## config.mk

```make
export PLATFORM = sky130hd
export DESIGN_NAME = bmf_ctrl
export DESIGN_NICKNAME = d
export VERILOG_FILES = /design/src/rtl/box_mean_filter_2d_defines.svh /design/src/rtl/bmf_pkg.sv /design/src/rtl/bmf_ctrl.sv
export SDC_FILE = /design/constraint.sdc
export NUM_CORES = 1
export LEC_CHECK = 0
export BUFFER_PORTS_ARGS = -buffer_cell sky130_fd_sc_hd__buf_2
export CORE_AREA = 2 2 39 41
export DETAILED_ROUTE_END_ITERATION = 8
export DIE_AREA = 0 0 41 43
export PLACE_DENSITY_LB_ADDON = 0.08
export SYNTH_ARGS = -nofsm -noshare
export SYNTH_HDL_FRONTEND = slang
export SYNTH_SLANG_ARGS = --single-unit
```

## constraint.sdc

```tcl
create_clock -name i_clk -period 1.3 [get_ports i_clk]
set_input_delay 0.13 -clock i_clk [delete_from_list [all_inputs] [get_ports i_clk]]
set_output_delay 0.13 -clock i_clk [all_outputs]
set_load 0.05 [all_outputs]
```

## src/rtl/box_mean_filter_2d_defines.svh

```systemverilog
// Assertion macros for the box mean filter.
// Taken in by the top level; no other dependencies.
`ifndef BOX_MEAN_FILTER_2D_DEFINES_SVH
`define BOX_MEAN_FILTER_2D_DEFINES_SVH
`ifndef NO_ASSERTIONS
`define BMF_ASSERT_IMP(lbl, a, c) \
    lbl: assert property (@(posedge i_clk) disable iff (!i_rst_n) (a) |-> (c)) \
        else $error("bmf assertion failed");
`define BMF_ASSERT_NXT(lbl, a, c) \
    lbl: assert property (@(posedge i_clk) disable iff (!i_rst_n) (a) |=> (c)) \
        else $error("bmf assertion failed");
`else
`define BMF_ASSERT_IMP(lbl, a, c)
`define BMF_ASSERT_NXT(lbl, a, c)
`endif
`endif

```

## src/rtl/bmf_pkg.sv

```systemverilog
// Shared types and constants of the box mean filter.
// No dependencies.
`timescale 1ns / 1ps
package bmf_pkg;
    localparam int SAMPLE_W     = 16;
    localparam int ROW_W        = 13;
    localparam int CFG_W_W      = 11;
    localparam int CFG_H_W      = 13;
    localparam int CFG_R_W      = 2;
    localparam int CFG_IDX_W    = 2;
    localparam int CFG_DATA_W   = 13;
    localparam int HEIGHT_LIMIT = 4096;

    localparam logic [CFG_IDX_W-1:0] REG_FRAME_WIDTH  = 2'd0;
    localparam logic [CFG_IDX_W-1:0] REG_FRAME_HEIGHT = 2'd1;
    localparam logic [CFG_IDX_W-1:0] REG_RADIUS       = 2'd2;

    typedef struct packed {
        logic in_ready;
        logic accept;
        logic start;
        logic setup_step;
        logic read_step;
        logic div_start;
        logic div_step;
        logic load_out;
    } t_cmd;

    typedef struct packed {
        logic emit;
        logic setup_done;
        logic read_last;
        logic div_done;
        logic out_busy;
    } t_sts;
endpackage

```

## src/rtl/bmf_ctrl.sv

```systemverilog
// Sequencer of the box mean filter: accept, address setup, window read,
// divide and result hand-off. Depends on bmf_pkg.
`timescale 1ns / 1ps
module bmf_ctrl (
    input  logic          i_clk,
    input  logic          i_rst_n,
    input  logic          i_pix_valid,
    input  bmf_pkg::t_sts i_sts,
    output bmf_pkg::t_cmd o_cmd
);
    localparam logic [2:0] S_IDLE  = 3'd0;
    localparam logic [2:0] S_SETUP = 3'd1;
    localparam logic [2:0] S_READ  = 3'd2;
    localparam logic [2:0] S_DRAIN = 3'd3;
    localparam logic [2:0] S_DLOAD = 3'd4;
    localparam logic [2:0] S_DIV   = 3'd5;
    localparam logic [2:0] S_OUT   = 3'd6;

    logic [2:0] r_state, n_state;

    always_ff @(posedge i_clk) begin
        if (!i_rst_n) begin
            r_state <= S_IDLE;
        end else begin
            r_state <= n_state;
        end
    end

    always_comb begin
        n_state = r_state;
        o_cmd   = '0;
        case (r_state)
            S_IDLE: begin
                o_cmd.in_ready = 1'b1;
                if (i_pix_valid) begin
                    o_cmd.accept = 1'b1;
                    if (i_sts.emit) begin
                        o_cmd.start = 1'b1;
                        n_state     = S_SETUP;
                    end
                end
            end
            S_SETUP: begin
                if (i_sts.setup_done) begin
                    n_state = S_READ;
                end else begin
                    o_cmd.setup_step = 1'b1;
                end
            end
            S_READ: begin
                o_cmd.read_step = 1'b1;
                if (i_sts.read_last) begin
                    n_state = S_DRAIN;
                end
            end
            // last read beat lands in the accumulator here
            S_DRAIN: n_state = S_DLOAD;
            S_DLOAD: begin
                o_cmd.div_start = 1'b1;
                n_state         = S_DIV;
            end
            S_DIV: begin
                if (i_sts.div_done) begin
                    n_state = S_OUT;
                end else begin
                    o_cmd.div_step = 1'b1;
                end
            end
            S_OUT: begin
                if (!i_sts.out_busy) begin
                    o_cmd.load_out = 1'b1;
                    n_state        = S_IDLE;
                end
            end
            default: n_state = S_IDLE;
        endcase
    end
endmodule

```

Word level (Yosys, flattened, before mapping). Cells that the tools add are included.

Output and inout bits: 8. Bits of input ports: 8. Logic and storage cells: 33. Register bits: 3.

Muxes and demuxes: 18. Reduce and logical (&&, ||, !) cells: 2. Equality and inequality tests: 12.

Operators by type and width (count): 2-to-1 mux 3 bit (7); one-hot mux 3 bit (7 select lines) (1); inequality test 2 bit, second input constant (6); equality test 3 bit, second input constant (3); 2-to-1 mux 1 bit (9); equality test 3 x 2 -> 1 bit, second input constant (2); AND reduction 6 bit (1); equality test 3 x 1 -> 1 bit, second input constant (1); logical NOT 3 bit (1); 2-to-1 mux 2 bit (1).

Depth between registers and ports, before layout. Gate-level depths: netlist of the first run.

Depth in word-level cells: 3. Gate-level depth with buffers: 4. Depth with buffers taken out: 3.

Least setup slack after synthesis of the first run. Ideal clock, no wire load.

Path type: register -> output. Start point: register r_state[1]. End point: output o_cmd[1] in the netlist's numbering. Data required time: 1.170 ns. Arrival: 1.750 ns. Setup slack: -0.580 ns. Path buffers: 1. Stages on the path, launching flop included: 4. Cell sequence: dfxtp_1 -> buf_6 -> nand2b_1 -> nor3b_1.

RTL lines: from (decl) (RTL line bmf_ctrl.sv:19) `logic [2:0] r_state, n_state;`; from (signal assigned) (RTL line bmf_ctrl.sv:25) `r_state <= n_state;`; to (decl) (RTL line bmf_ctrl.sv:9) `output bmf_pkg::t_cmd o_cmd`.

==> impl_results.md, run 1 <==
- FILL cells: 159
- Antenna diodes: 0
- Clk buf depth: 2
- Yosys top cell area share: 21.7%
- Largest regs: r_state (3)
- Placement Setup Slack: 13.2 ps
- Placed cell count: 64
- Layout cells sized above 1: 75.4%
- Crit Path Category: reg -> out
- Crit Reg-Reg Startpoint: r_state[2]
- Tmin final: 1360 ps
- PortBufs: 15
- Most frequent cells in the layout: buf_4, buf_2, buf_6, clkbuf_4
- Std cell rows: 14
- Most common cell after layout, fill and taps aside: buf_4
- Unrepaired setup endpoints after global routing: yes
- Core area: 1380 µm²
- Post-synthesis register bit count: 3
- Max Fclk: 0.733 GHz
- Detail Placement HPWL: 594 µm
- Setup Viol. Count Final: 4
- Antenna violations before repair: 0
- Sequential-to-total area share from yosys stat: 21.7%
- Dominant cells by area after synthesis: dfxtp_1, buf_6, nand3b_1
- Status: finished, violations left
- Fin crit share: 105%
- Mean Syn Cell Area: 8.92 µm²
- Library cells used by synthesis: 21
- Area delta synth->final: 99.1%
- Post-route ant nets: 0
- GP Congestion: 0.733
- Clk_lat worst skew: 240 ps
- WL/cell: 11.7 µm
- Post-Syn Instances: 31
- Drc violations: 0
- Worst-path clk slew: 40 ps
- Post-Syn Area: 277 µm²
- Top reg by flops: r_state
- R2R depth: 3
- Hold Path End: r_state[0]
- Largest net degree at the start of global routing: 13
- Relative slew margins: 80.9%
- Initial core utilization: 20.0%
- I/O Pins: 16
- Final std cells w/o fill: 73
- Max Cap Violations: 0
- Setup TNS: -126 ps
- Critical path peak fanout: 6
- FF-to-FF setup slack: 160 ps
- DRT iter0 DRCs: 3
- Reg-to-Reg End: r_state[0]
- Worst IR Drop VDD: 449 µV
- Syn nets: 39
- Hold Startpoint: i_rst_n
- Clock Skew: 0.666 ps
- Remaining global-route overflow: 0
- Drt total wl: 851 µm
- Vias in the first global route: 305
- Die area: 1760 µm²
- TritonCTS clock tree: done
- Die height: 43 µm
- Max FFs per register: 3
- Slew at the pin closest to its max-slew limit: 285 ps
- LEAKAGE: 0.241 nW
- First-pass DRT Iterations: 2
- Worst setup SP type: register
- Endpoints failing hold: 0
- Failing checks: negative setup slack
- CTS root buf: clkbuf_4
- Nets: 66
- Final number of max-transition violations: 0
- CP required: 1170 ps
- Worst Path Arrival: 1230 ps
- Final setup margin: -64.7 ps
- Largest area contributor in the netlist: dfxtp_1
- Die Wd: 41 µm
- Synth Warn #: 0
- Vias/cell: 4.40
- First-pass GRT wire length: 1270 µm
- Routed via count: 321
- Critical path endpoint category: output port
- Final Cell Area: 551 µm²
- TritonCTS buffer count: 3
- Sink Count: 3
- Hold crit path type: in -> reg
- Post-Place Cell Area: 414 µm²
- Hold path cells: 2
- H-Tree Depth: 1
- Pwr Density: 871 nW/µm²
- Gr usage total: 11.2%
- Hold WS: 172 ps
-- final cells by class --
cell class / instances / area [µm²] / share of cell area (%)
Multi-Input combinational cell: 24 / 221 / 40.2
Tap cell: 16 / 20.0 / 3.64
Sequential cell: 3 / 71.3 / 13.0
Clock buffer: 4 / 26.3 / 4.77
Timing Repair Buffer: 25 / 208 / 37.7
Inverter: 1 / 3.75 / 0.682
-- per-stage QoR --
step / util (%) / power (mW)
6_report: 39.8 / 0.479
2_1_floorplan: - / 0.230
3_5_place_dp: 29.9 / 0.268
4_1_cts: 37.1 / 0.473
3_3_place_gp: 29.9 / 0.266
5_1_grt: 39.8 / 0.513
-- report_power, final --
| group | switching, mW | leakage [nW] | total, mW | internal [mW] |
|---|---|---|---|---|
| Combinational | 0.107 | 0.199 | 0.206 | 0.0989 |
| Clock | 0.0526 | 0.0150 | 0.168 | 0.115 |
| Sequential | 0.00963 | 0.0267 | 0.106 | 0.0962 |
| Total | 0.169 | 0.241 | 0.479 | 0.310 |
-- cell usage after synthesis --
cell type  count
a311oi_1       1
dfxtp_1        3
nand3b_1       3
inv_1          1
a211oi_2       1
mux2_4         1
nand2b_1       2
nor2b_1        1
nor2_1         1
nor3b_1        2
nand2b_2       1
a21boi_1       2
o21ai_0        1
nor3_2         1
buf_6          3
nand3_1        1
nor3_1         2
nor2_2         1
o211a_1        1
and2_1         1
and3_1         1
-- cell families (layout without fill, tap and decap cells) --
kind of cell	after synthesis	count (layout)	synth area share, %
and+or+nand+nor	17	17	40.7
AOI/OAI and AO/OA	6	6	18.5
buffers and inverters	4	30	13.6
DFF	3	3	21.7
muxes	1	1	5.43
-- layer usage --
| layer | routed length, µm | global-route usage (%) |
|---|---|---|
| met1 | 311 | 12.5 |
| met2 | 481 | 17.2 |
| met3 | 59 | 7.85 |
| met4 | 0 | 2.00 |
| met5 | 0 | 0 |
-- worst max path at each step --
stage / from / to / slack, ps / depth (start not counted)
2_1_floorplan: r_state[2] / o_cmd[5] / -200 / 3
3_3_place_gp: r_state[2] / o_cmd[0] / 20 / 3
3_5_place_dp: r_state[2] / r_state[0] / 10 / 3
4_1_cts: r_state[0] / o_cmd[0] / -60 / 4
5_1_grt: r_state[0] / o_cmd[0] / -120 / 4
6_report: r_state[0] / o_cmd[0] / -60 / 4
-- critical path: stages, from the launching register on --
cell      delay, ps
dfxtp_4         350
buf_6           130
nand3b_1        200
nor2_2          150
buf_6           160
-- what timing repair did --
| item | in CTS | in global routing |
|---|---|---|
| setup endpoints to repair | 9 | 7 |
| hold buffers | 0 | 0 |
| gates resized for setup | 20 | 5 |
| pin swaps | 0 | 1 |
| buffers inserted | 2 | 3 |
No activity file was read; power rests on OpenSTA's default activity.
==> run 2: changes to the inputs <==
- CTS_BUF_LIST: default -> sky130_fd_sc_hd__clkbuf_16
==> run 2 against run 1 <==
Net effect: the run still ends with negative setup slack left; cell count unchanged; register-to-register slack about the same; sequential power about the same; global-route usage decreased by 0.20 points; critical endpoint unchanged.
==> impl_results.md, run 2 (synthesis results as in run 1) <==
- Status: finished, violations left
- Failing checks: negative setup slack
- Routed via count: 320 (-0.31%)
- I/O Pins: 16 (unchanged)
- CP required: 1170 ps (about the same)
- Critical path peak fanout: 6 (unchanged)
- Fin crit share: 103% (-1.7 points)
- Antenna diodes: 0 (unchanged)
- Hold-fix buffers, CTS: 0 (unchanged)
- Antenna violations before repair: 0 (unchanged)
- H-Tree Depth: 1 (unchanged)
- Largest regs: r_state (3)
- Layout cells sized above 1: 77.2% (+1.8 points)
- Die area: 1760 µm² (unchanged)
- Relative slew margins: 80.7% (-0.17 points)
- Post-route ant nets: 0 (unchanged)
- Worst-path clk slew: 30 ps (about the same)
- Top reg by flops: r_state
- Gr usage total: 11.0% (-0.20 points)
- Final setup margin: -42.4 ps (+22.3 ps)
- TritonCTS clock tree: done
- Core area: 1380 µm² (unchanged)
- GRT met1 Usage: 12.2% (-0.32 points)
- Design Power: 0.794 mW (+66%)
- Hold crit path type: in -> reg
- Unrepaired setup endpoints after global routing: yes
- Tmin final: 1340 ps (-22.3 ps)
- Max FFs per register: 3 (unchanged)
- Global routing's busiest layer: met2
- Setup Viol. Count Final: 3 (-1)
- Final std cells w/o fill: 73 (unchanged)
- Area delta synth->final: 119%
- Placement Setup Slack: 13.2 ps (unchanged)
- Std cell rows: 14 (unchanged)
- GP Congestion: 0.733 (unchanged)
- CTS root buf: clkbuf_16
- Routing usage on met3: 7.85% (unchanged)
- Die height: 43 µm (unchanged)
- TritonCTS buffer count: 3 (unchanged)
- Hold WS: 185 ps (+13.1 ps)
- Detail Placement HPWL: 594 µm (unchanged)
- Die Wd: 41 µm (unchanged)
- Max Cap Violations: 0 (unchanged)
- LEAKAGE: 0.267 nW (+11%)
- Endpoints failing hold: 0 (unchanged)
- Clock Skew: 2.50 ps (+1.83 ps)
- Initial core utilization: 20.0% (unchanged)
- Worst Path Arrival: 1210 ps (-20 ps)
- Sink Count: 3 (unchanged)
- Slew at the pin closest to its max-slew limit: 287 ps (+2.47 ps)
- DRT iter0 DRCs: 4 (+1)
- First-pass DRT Iterations: 4 (+2)
- Crit Path Category: reg -> out
- Final number of max-transition violations: 0 (unchanged)
- Drt total wl: 863 µm (+1.4%)
- Clk buf depth: 2 (unchanged)
- Vias/cell: 4.38 (-0.31%)
- Critical path endpoint category: output port
- Clk_lat worst skew: 220 ps (-20 ps)
- PortBufs: 15 (unchanged)
- Pwr Density: 1310 nW/µm² (+51%)
- First-pass GRT wire length: 1260 µm (-1.1%)
- Vias in the first global route: 306 (+0.33%)
- Most common cell after layout, fill and taps aside: buf_4
- Largest net degree at the start of global routing: 13 (unchanged)
- Nets: 66 (unchanged)
- Remaining global-route overflow: 0 (unchanged)
- Drc violations: 0 (unchanged)
- WL/cell: 11.8 µm (+1.4%)
- Setup TNS: -73.7 ps (+51.9 ps)
- Max Fclk: 0.745 GHz (+1.7%)
- Worst IR Drop VDD: 1240 µV (+180%)
- Placed cell count: 64 (unchanged)
- GRT met2 Usage: 16.9% (-0.31 points)
- Most frequent cells in the layout: buf_4, buf_2, buf_6
- Worst setup SP type: register
run 2: changes by cell type in the layout (fill, tap and decap cells not counted), sizes merged:
cell,before,now
buf,24,25
inv,1,2
clkbuf,5,3
run 2: worst max-delay path: stages (launching register included):
cell	delay [ps]
dfxtp_4	350
buf_6	130
nand3b_1	200
nor2_2	150
buf_6	160
run 2: layer usage:
| layer | vias to the layer above | wire [µm] |
|---|---|---|
| met3 | 0 | 58 |
| met5 | - | 0 |
| met4 | 0 | 0 |
| li1 | 161 | - |
| met2 | 11 | 482 |
| met1 | 148 | 322 |
run 2: cell type report:
class	instances	area, µm²
clock inverters	1	3.75
fillers	149	779
flip-flops and latches	3	71.3
repair buffers	25	201
multi-input cells	24	229
clock buffers	3	75.1
inverters	1	3.75
well taps	16	20.0
run 2: per-stage QoR:
stage	util [%]	instance area, µm²
after global routing	43.7	604
after detailed placement	29.9	414
after global placement	29.9	414
after CTS	40.0	553
after floorplan	-	315
final	43.7	604
run 2: what timing repair did:
item	CTS	global route
pin swaps	0	2
setup buffers	1	4
gates resized for setup	19	6
setup endpoints to repair	9	6
run 2: final timing paths:
check                                 from    endpoint  slack [ps]  depth (start not counted)
worst max-delay path            r_state[0]    o_cmd[0]         -40                          4
worst min-delay path               i_rst_n  r_state[0]         180                          2
worst max register to register  r_state[2]  r_state[0]         150                          3
worst min register to register  r_state[2]  r_state[2]         580                          2
run 2: where the power goes:
group	switching, mW	internal [mW]
sequential	0.0107	0.0964
combinational	0.107	0.0999
clock	0.0832	0.397
total	0.201	0.593
